===== config.mk =====
export PLATFORM = sky130hd
export DESIGN_NAME = modular_exponentiation_unit
export DESIGN_NICKNAME = d
export VERILOG_FILES = /design/src/modexp_pkg.sv /design/src/modexp_mulmod.sv /design/src/modular_exponentiation_unit.sv
export VERILOG_INCLUDE_DIRS = /design/src /design/src/src
export SDC_FILE = /design/constraint.sdc
export NUM_CORES = 2
export LEC_CHECK = 0
export BUFFER_PORTS_ARGS = -buffer_cell sky130_fd_sc_hd__buf_4
export CAP_MARGIN = 20
export CORE_MARGIN = 3
export CORE_UTILIZATION = 40
export CTS_CLUSTER_DIAMETER = 30
export DETAILED_ROUTE_END_ITERATION = 8
export PLACE_DENSITY_LB_ADDON = 0.05
export REMOVE_ABC_BUFFERS = 1
export SYNTH_ARGS = -nofsm -noshare
export SYNTH_HDL_FRONTEND = slang
export SYNTH_SLANG_ARGS = --single-unit

===== constraint.sdc =====
create_clock -name clk_i -period 10.05 [get_ports clk_i]
set_clock_uncertainty 0.2 [all_clocks]
set_input_delay 1.5075 -clock clk_i [delete_from_list [all_inputs] [get_ports clk_i]]
set_output_delay 1.5075 -clock clk_i [all_outputs]
set_load 0.005 [all_outputs]

===== src/modular_exponentiation_unit_macros.svh =====
// assertion macros for the modular exponentiation unit
`ifndef MODULAR_EXPONENTIATION_UNIT_MACROS_SVH
`define MODULAR_EXPONENTIATION_UNIT_MACROS_SVH
`ifndef SYNTHESIS
`define MEU_ASSERT(lbl, clk, rst_n, prop, msg) \
  lbl: assert property (@(posedge clk) disable iff (!rst_n) prop) else $error(msg);
`define MEU_ASSERT_NEVER(lbl, clk, rst_n, cond, msg) \
  lbl: assert property (@(posedge clk) disable iff (!rst_n) !(cond)) else $error(msg);
`else
`define MEU_ASSERT(lbl, clk, rst_n, prop, msg)
`define MEU_ASSERT_NEVER(lbl, clk, rst_n, cond, msg)
`endif
`endif


===== src/modexp_pkg.sv =====
// shared types and constants of the modular exponentiation unit
package modexp_pkg;
  localparam int unsigned DefaultWidth = 64;
  localparam int unsigned RegW = 64;
  localparam logic IdxExponent = 1'b0;
  localparam logic IdxModulus  = 1'b1;

  // request to the modular multiplier
  typedef struct packed {
    logic start;
  } mm_ctrl_t;

  // sequencer states
  typedef enum logic [6:0] {
    StIdle   = 7'b0000001,
    StReduce = 7'b0000010,
    StMulA   = 7'b0000100,
    StWaitA  = 7'b0001000,
    StMulP   = 7'b0010000,
    StWaitP  = 7'b0100000,
    StDone   = 7'b1000000
  } state_e;
endpackage


===== src/modexp_mulmod.sv =====
// bit-serial modular multiplier: one double-and-add step per cycle
`include "modular_exponentiation_unit_macros.svh"
module modexp_mulmod #(
  parameter int unsigned WIDTH = modexp_pkg::DefaultWidth
) (
  input  logic                clk_i,
  input  logic                rst_ni,
  input  modexp_pkg::mm_ctrl_t ctrl_i,
  input  logic [WIDTH-1:0]    a_i,
  input  logic [WIDTH-1:0]    b_i,
  input  logic [WIDTH-1:0]    n_i,
  output logic                done_o,
  output logic [WIDTH-1:0]    p_o
);
  localparam int unsigned CntW = $clog2(WIDTH + 1);

  logic [WIDTH-1:0] acc_q, acc_d, b_q, b_d;
  logic [CntW-1:0]  cnt_q, cnt_d;
  logic             busy_q, busy_d, done_q, done_d;
  logic [WIDTH:0]   dbl, dbl_r, sum, sum_r;

  // one step: acc = 2*acc mod n, then add a if the bit is set
  always_comb begin
    dbl   = {acc_q, 1'b0};
    dbl_r = (dbl >= {1'b0, n_i}) ? dbl - {1'b0, n_i} : dbl;
    sum   = dbl_r + {1'b0, a_i};
    sum_r = (sum >= {1'b0, n_i}) ? sum - {1'b0, n_i} : sum;
    acc_d  = acc_q;
    b_d    = b_q;
    cnt_d  = cnt_q;
    busy_d = busy_q;
    done_d = 1'b0;
    if (ctrl_i.start) begin
      acc_d  = '0;
      b_d    = b_i;
      cnt_d  = CntW'(WIDTH);
      busy_d = 1'b1;
    end else if (busy_q) begin
      acc_d = b_q[WIDTH-1] ? sum_r[WIDTH-1:0] : dbl_r[WIDTH-1:0];
      b_d   = {b_q[WIDTH-2:0], 1'b0};
      cnt_d = cnt_q - 1'b1;
      if (cnt_q == CntW'(1)) begin
        busy_d = 1'b0;
        done_d = 1'b1;
      end
    end
  end

  always_ff @(posedge clk_i or negedge rst_ni) begin
    if (!rst_ni) begin
      busy_q <= 1'b0;
      done_q <= 1'b0;
      cnt_q  <= '0;
    end else begin
      busy_q <= busy_d;
      done_q <= done_d;
      cnt_q  <= cnt_d;
    end
  end

  always_ff @(posedge clk_i) begin
    acc_q <= acc_d;
    b_q   <= b_d;
  end

  assign done_o = done_q;
  assign p_o    = acc_q;

  `MEU_ASSERT(a_done_after_busy, clk_i, rst_ni, done_q |-> $past(busy_q), "done without work")
  `MEU_ASSERT_NEVER(a_start_while_busy, clk_i, rst_ni, ctrl_i.start && busy_q, "start while busy")
  `MEU_ASSERT(a_cnt_idle, clk_i, rst_ni, !busy_q |-> cnt_q == '0 || done_q || $past(ctrl_i.start) == 1'b0, "count")
endmodule


===== src/modular_exponentiation_unit.sv =====
// Modular exponentiation, right-to-left square-and-multiply. An item takes
// start and then runs to completion: a restoring base reduction (one
// quotient bit a cycle), then for each exponent bit up to its highest set
// bit a squaring and, where the bit is set, a multiplication first, each in
// one shared bit-serial multiplier. A zero modulus or zero exponent goes
// straight to the done state and skips the reduction.
// The result shows for one cycle with done_o; the receiver cannot stall.
// Register writes are accepted only while the unit is not busy.
`include "modular_exponentiation_unit_macros.svh"
module modular_exponentiation_unit #(
  parameter int unsigned WIDTH = modexp_pkg::DefaultWidth
) (
  input  logic                       clk_i,
  input  logic                       rst_ni,
  input  logic                       start,
  output logic                       busy,
  input  logic [WIDTH-1:0]           base_i,
  output logic                       done_o,
  output logic [WIDTH-1:0]           result_o,
  output logic                       modulus_zero_o,
  input  logic                       cfg_valid_i,
  output logic                       cfg_ready_o,
  input  logic                       cfg_index_i,
  input  logic [modexp_pkg::RegW-1:0] cfg_data_i
);
  localparam int unsigned CntW = $clog2(WIDTH + 1);

  modexp_pkg::state_e state_q, state_d;
  logic [WIDTH-1:0] exp_reg_q, mod_reg_q;
  logic [WIDTH-1:0] e_q, e_d, pw_q, pw_d, acc_q, acc_d, rem_q, rem_d, num_q, num_d;
  logic [CntW-1:0]  cnt_q, cnt_d;
  logic [WIDTH-1:0] res_q, res_d;
  logic             mz_q, mz_d, dn_q, dn_d;
  logic [WIDTH:0]   shl;
  logic             mm_done;
  logic [WIDTH-1:0] mm_p, mm_a, mm_b;
  modexp_pkg::mm_ctrl_t mm_ctrl;

  assign cfg_ready_o = !busy;

  // configuration registers
  always_ff @(posedge clk_i or negedge rst_ni) begin
    if (!rst_ni) begin
      exp_reg_q <= '0;
      mod_reg_q <= '0;
    end else if (cfg_valid_i && cfg_ready_o) begin
      if (cfg_index_i == modexp_pkg::IdxExponent) exp_reg_q <= cfg_data_i[WIDTH-1:0];
      else mod_reg_q <= cfg_data_i[WIDTH-1:0];
    end
  end

  modexp_mulmod #(.WIDTH(WIDTH)) u_mulmod (
    .clk_i, .rst_ni, .ctrl_i(mm_ctrl), .a_i(mm_a), .b_i(mm_b), .n_i(mod_reg_q),
    .done_o(mm_done), .p_o(mm_p)
  );

  assign shl = {rem_q, num_q[WIDTH-1]};

  // sequencer
  always_comb begin
    state_d = state_q;
    e_d = e_q; pw_d = pw_q; acc_d = acc_q; rem_d = rem_q; num_d = num_q;
    cnt_d = cnt_q; res_d = res_q; mz_d = mz_q; dn_d = 1'b0;
    mm_ctrl.start = 1'b0;
    mm_a = acc_q;
    mm_b = pw_q;
    unique case (state_q)
      modexp_pkg::StIdle: begin
        if (start) begin
          e_d = exp_reg_q;
          num_d = base_i;
          rem_d = '0;
          cnt_d = CntW'(WIDTH);
          acc_d = (mod_reg_q == WIDTH'(1) && exp_reg_q != '0) ? '0 : WIDTH'(1);
          if (mod_reg_q == '0 || exp_reg_q == '0) state_d = modexp_pkg::StDone;
          else state_d = modexp_pkg::StReduce;
        end
      end
      modexp_pkg::StReduce: begin
        // restoring remainder, one bit a cycle
        rem_d = (shl >= {1'b0, mod_reg_q}) ? WIDTH'(shl - {1'b0, mod_reg_q})
                                           : shl[WIDTH-1:0];
        num_d = {num_q[WIDTH-2:0], 1'b0};
        cnt_d = cnt_q - 1'b1;
        if (cnt_q == CntW'(1)) begin
          pw_d = rem_d;
          state_d = modexp_pkg::StMulA;
        end
      end
      modexp_pkg::StMulA: begin
        if (e_q == '0) state_d = modexp_pkg::StDone;
        else if (e_q[0]) begin
          mm_ctrl.start = 1'b1;
          state_d = modexp_pkg::StWaitA;
        end else state_d = modexp_pkg::StMulP;
      end
      modexp_pkg::StWaitA: begin
        if (mm_done) begin
          acc_d = mm_p;
          state_d = modexp_pkg::StMulP;
        end
      end
      modexp_pkg::StMulP: begin
        mm_a = pw_q;
        mm_ctrl.start = 1'b1;
        state_d = modexp_pkg::StWaitP;
      end
      modexp_pkg::StWaitP: begin
        mm_a = pw_q;
        if (mm_done) begin
          pw_d = mm_p;
          e_d = e_q >> 1;
          state_d = modexp_pkg::StMulA;
        end
      end
      modexp_pkg::StDone: begin
        mz_d = (mod_reg_q == '0);
        res_d = (mod_reg_q == '0) ? '0 : acc_q;
        dn_d = 1'b1;
        state_d = modexp_pkg::StIdle;
      end
      default: state_d = modexp_pkg::StIdle;
    endcase
  end

  always_ff @(posedge clk_i or negedge rst_ni) begin
    if (!rst_ni) begin
      state_q <= modexp_pkg::StIdle;
      dn_q <= 1'b0;
      cnt_q <= '0;
    end else begin
      state_q <= state_d;
      dn_q <= dn_d;
      cnt_q <= cnt_d;
    end
  end

  always_ff @(posedge clk_i) begin
    e_q <= e_d; pw_q <= pw_d; acc_q <= acc_d; rem_q <= rem_d; num_q <= num_d;
    res_q <= res_d; mz_q <= mz_d;
  end

  assign busy = (state_q != modexp_pkg::StIdle);
  assign done_o = dn_q;
  assign result_o = res_q;
  assign modulus_zero_o = mz_q;

  `MEU_ASSERT(a_done_idle, clk_i, rst_ni, dn_q |-> state_q == modexp_pkg::StIdle, "done not idle")
  `MEU_ASSERT(a_done_after_fin, clk_i, rst_ni, dn_q |-> $past(state_q) == modexp_pkg::StDone, "done")
  `MEU_ASSERT(a_res_below_mod, clk_i, rst_ni, (dn_q && !mz_q && exp_reg_q != '0) |-> result_o < mod_reg_q, "range")
endmodule

==> impl_metrics.ini <==
[run_status]
status = finished, final reports clean

[synthesis]
synthTopCellsByCount = nand2_1 (892), edfxtp_1 (449), a21oi_1 (400), nor2_1 (316), o21ai_0 (279)
netlist.area_leader.share_pct = 30.1
synth.most_common_cell = nand2_1
yosysWarnings = 0
async_flop_share_pct = 22.9
synthCells = 4908
yosys-top-cells-area = edfxtp_1 (30%), dfrtp_1 (8.4%), nand2_1 (7.5%)
synth_ff_type = edfxtp_1
yosysUniqueCellTypes = 106
ys_ff_latch = 665
synth_edf_count = 449
syn-cell-area_um2 = 44900
yosysSeqAreaShare_pct = 41.4
synth_top_area_cell = edfxtp_1
syn_area_per_cell_um2 = 9.14

[grt]
grt_max_degree = 130
grt_pass1_vias = 39800
grt.overflow.total = 0
track_usage_pct = 30.4
grt_pass1_wl_um = 263000
antenna_found_initial = 7

[setup_path]
critPathLaunchType = flip-flop
crit_top_cell = buf_4
required_ns = 10.56
worst-path-buf-inv = 8
worstPathArrival_ns = 10.23
worst_path_largest_cell_delay_ns = 0.56
cpMaxStageDelayCell = or4_1
crit_type = flip-flop to flip-flop
crit_family = simple AND/OR/NAND/NOR gates
crit_path_end_kind = flip-flop
path_max_fanout = 21

[detailed_routing]
drt_iter0_markers = 3531
wl_per_cell_um = 25.5
drt_first_pass_iters = 6
vias = 40500
ant_nets = 0
wirelength_um = 180000
vias_per_cell = 5.74
drc = 0

[sta]
tns_ns = 0
relSlewSlack_pct = 15.4
max_freq_mhz = 103
tightest_slew_ns = 1.26
rsz0062_at_grt = false
setup_viol = 0
drv_slew = 0
hold_ws_ns = 0.290
finalCriticalPeriod_ns = 9.72
finalHoldViolations = 0
period_share_pct = 96.8

[floorplanning]
start_util_pct = 40.4
num_rows = 122
dieWidth_um = 341
core_um2 = 111000
io_pins = 201
dieArea_um2 = 116000
die_y_um = 341

[final_layout]
register_area_um2 = 18600
multi_input_area_um2 = 24900
areaGrowthSynthToFinish_pct = 26.2
drive_gt1_share_pct = 21.3
post-route-util_pct = 51.0
fin_nets = 5796
n_fill_cell = 10500

[clocking]
cts_buffer_depth = 3
htreeDepth = 4
cts_buffers = 177
clk_pin_slew_ns = 0.04
cts_tree = done
insertion_delay_ns = 0.77
clock-root-buffer = clkbuf_16
clock-sinks = 665

[placed_design]
place_congestion = 1.00
dp_hpwl_um = 136000
port_buffers = 200

[hold_path]
hold_class = flip-flop to flip-flop

[job]
cap_violations = 0
## cell usage in the layout (no fill, tap or decap), types with 14 or more instances in the layout
cell / Yosys / routed
edfxtp_1: 449 / 449
a21oi_1: 400 / 396
and3_1: 38 / 36
mux2i_1: 41 / 41
bufinv_16: 0 / 21
o211ai_1: 21 / 21
a211oi_1: 38 / 36
buf_4: 4 / 550
dfxtp_1: 64 / 64
and2_1: 152 / 151
nor4_1: 62 / 60
or3_1: 14 / 14
nor2_1: 316 / 310
clkinvlp_4: 0 / 24
clkbuf_1: 205 / 24
o31ai_1: 21 / 20
xnor2_1: 144 / 144
clkinv_4: 0 / 17
o21ai_0: 279 / 277
o21bai_1: 65 / 65
nor3_1: 46 / 45
xor2_1: 88 / 88
dfrtp_1: 151 / 151
nand4_1: 77 / 77
o21ai_1: 20 / 20
clkinv_2: 0 / 29
nand3_1: 82 / 81
a22o_1: 18 / 18
mux2_2: 210 / 210
a31oi_1: 42 / 41
o21a_1: 53 / 52
nand2b_1: 23 / 23
a21o_1: 159 / 159
inv_1: 153 / 152
ha_1: 260 / 257
clkbuf_16: 0 / 182
nor2b_1: 32 / 32
nand2_1: 892 / 890
## final cells by class
class	count	area share (%)
Antenna cell	4	0.0177
Clock buffer	219	8.52
Clock inverter	117	2.58
Inverter	155	1.03
Multi-Input combinational cell	3835	44.0
Sequential cell	665	32.8
Tap cell	1488	3.29
Timing Repair Buffer	565	7.79
## logic make-up (layout without fill, tap and decap cells)
logic type / count (synthesis) / after routing / share of synthesized area (%)
AND/OR/NAND/NOR: 1792 / 1793 / 18.1
AO/OA/AOI/OAI: 1292 / 1292 / 18.5
flip-flops: 665 / 665 / 41.4
buffers and inverters: 409 / 1056 / 3.64
adder cells (fa/ha/maj): 264 / 264 / 7.43
multiplexers: 252 / 252 / 6.22
XOR/XNOR: 234 / 234 / 4.65
other: 0 / 4 / 0
## metal layers
layer / share of wire, % / vias to the layer above / GRT usage (%)
met5: 0.011 / - / 0
met4: 3.1 / 2 / 10.2
met3: 7.1 / 300 / 5.27
met2: 44 / 1575 / 47.2
met1: 46 / 19700 / 42.9
li1: - / 18900 / -
## per-stage QoR
step | worst slack, ns | cells | instance area (um2)
after global placement | -0.240 | 6699 | 50100
after detailed placement | -0.346 | 6701 | 50100
after global routing | 0.0127 | 7045 | 56600
after floorplan | -5.34 | 4654 | 43800
final | 0.326 | 7048 | 56600
after CTS | 0.0671 | 7042 | 56500
## state kept, by name (all words and copies together) (netlist names)
register	cells
u_mulmod.busy_q	1
e_q	64
exp_reg_q	64
result_o	64
mm_b	64
u_mulmod.p_o	64
rem_q	64
num_q	64
u_mulmod.b_q	64
cnt_q	7
acc_q	64
u_mulmod.done_o	1
state_q	7
done_o	1
modulus_zero_o	1
mod_reg_q	64
u_mulmod.cnt_q	7
## timing repair
item / in CTS / in global routing
pin swaps: 2 / 0
hold buffers: 0 / 0
buffers inserted: 4 / 0
resized for setup: 5 / 20
gates cloned: 1 / 0
setup endpoints to repair: 64 / 64
## final timing paths
path	start	endpoint	slack, ns	cells past startpoint
worst min-delay path	u_mulmod.b_q[14]	u_mulmod.b_q[15]	0.29	2
max in group asynchronous	rst_ni	mod_reg_q[29]	7.09	3
min in group asynchronous	rst_ni	exp_reg_q[54]	0.49	1
worst max register to register	mod_reg_q[50]	u_mulmod.p_o[23]	0.33	37
worst max-delay path	mod_reg_q[50]	u_mulmod.p_o[23]	0.33	37
worst min register to register	u_mulmod.b_q[14]	u_mulmod.b_q[15]	0.29	2
## worst reg2reg max path: cells and delay by family, from the launching register on
kind,cells,cell delay (ns)
and+or+nand+nor,12,3.82
buffers and inverters,8,1.39
DFF,1,0.41
muxes,1,0.38
xor gates and xnor gates,1,0.16
AOI/OAI and AO/OA,12,2.25
adders and majority gates,3,1.08
Power is left out: the tool's default activity adds up to more than one toggle a clock period on the data nets, which glitch-free logic cannot reach.
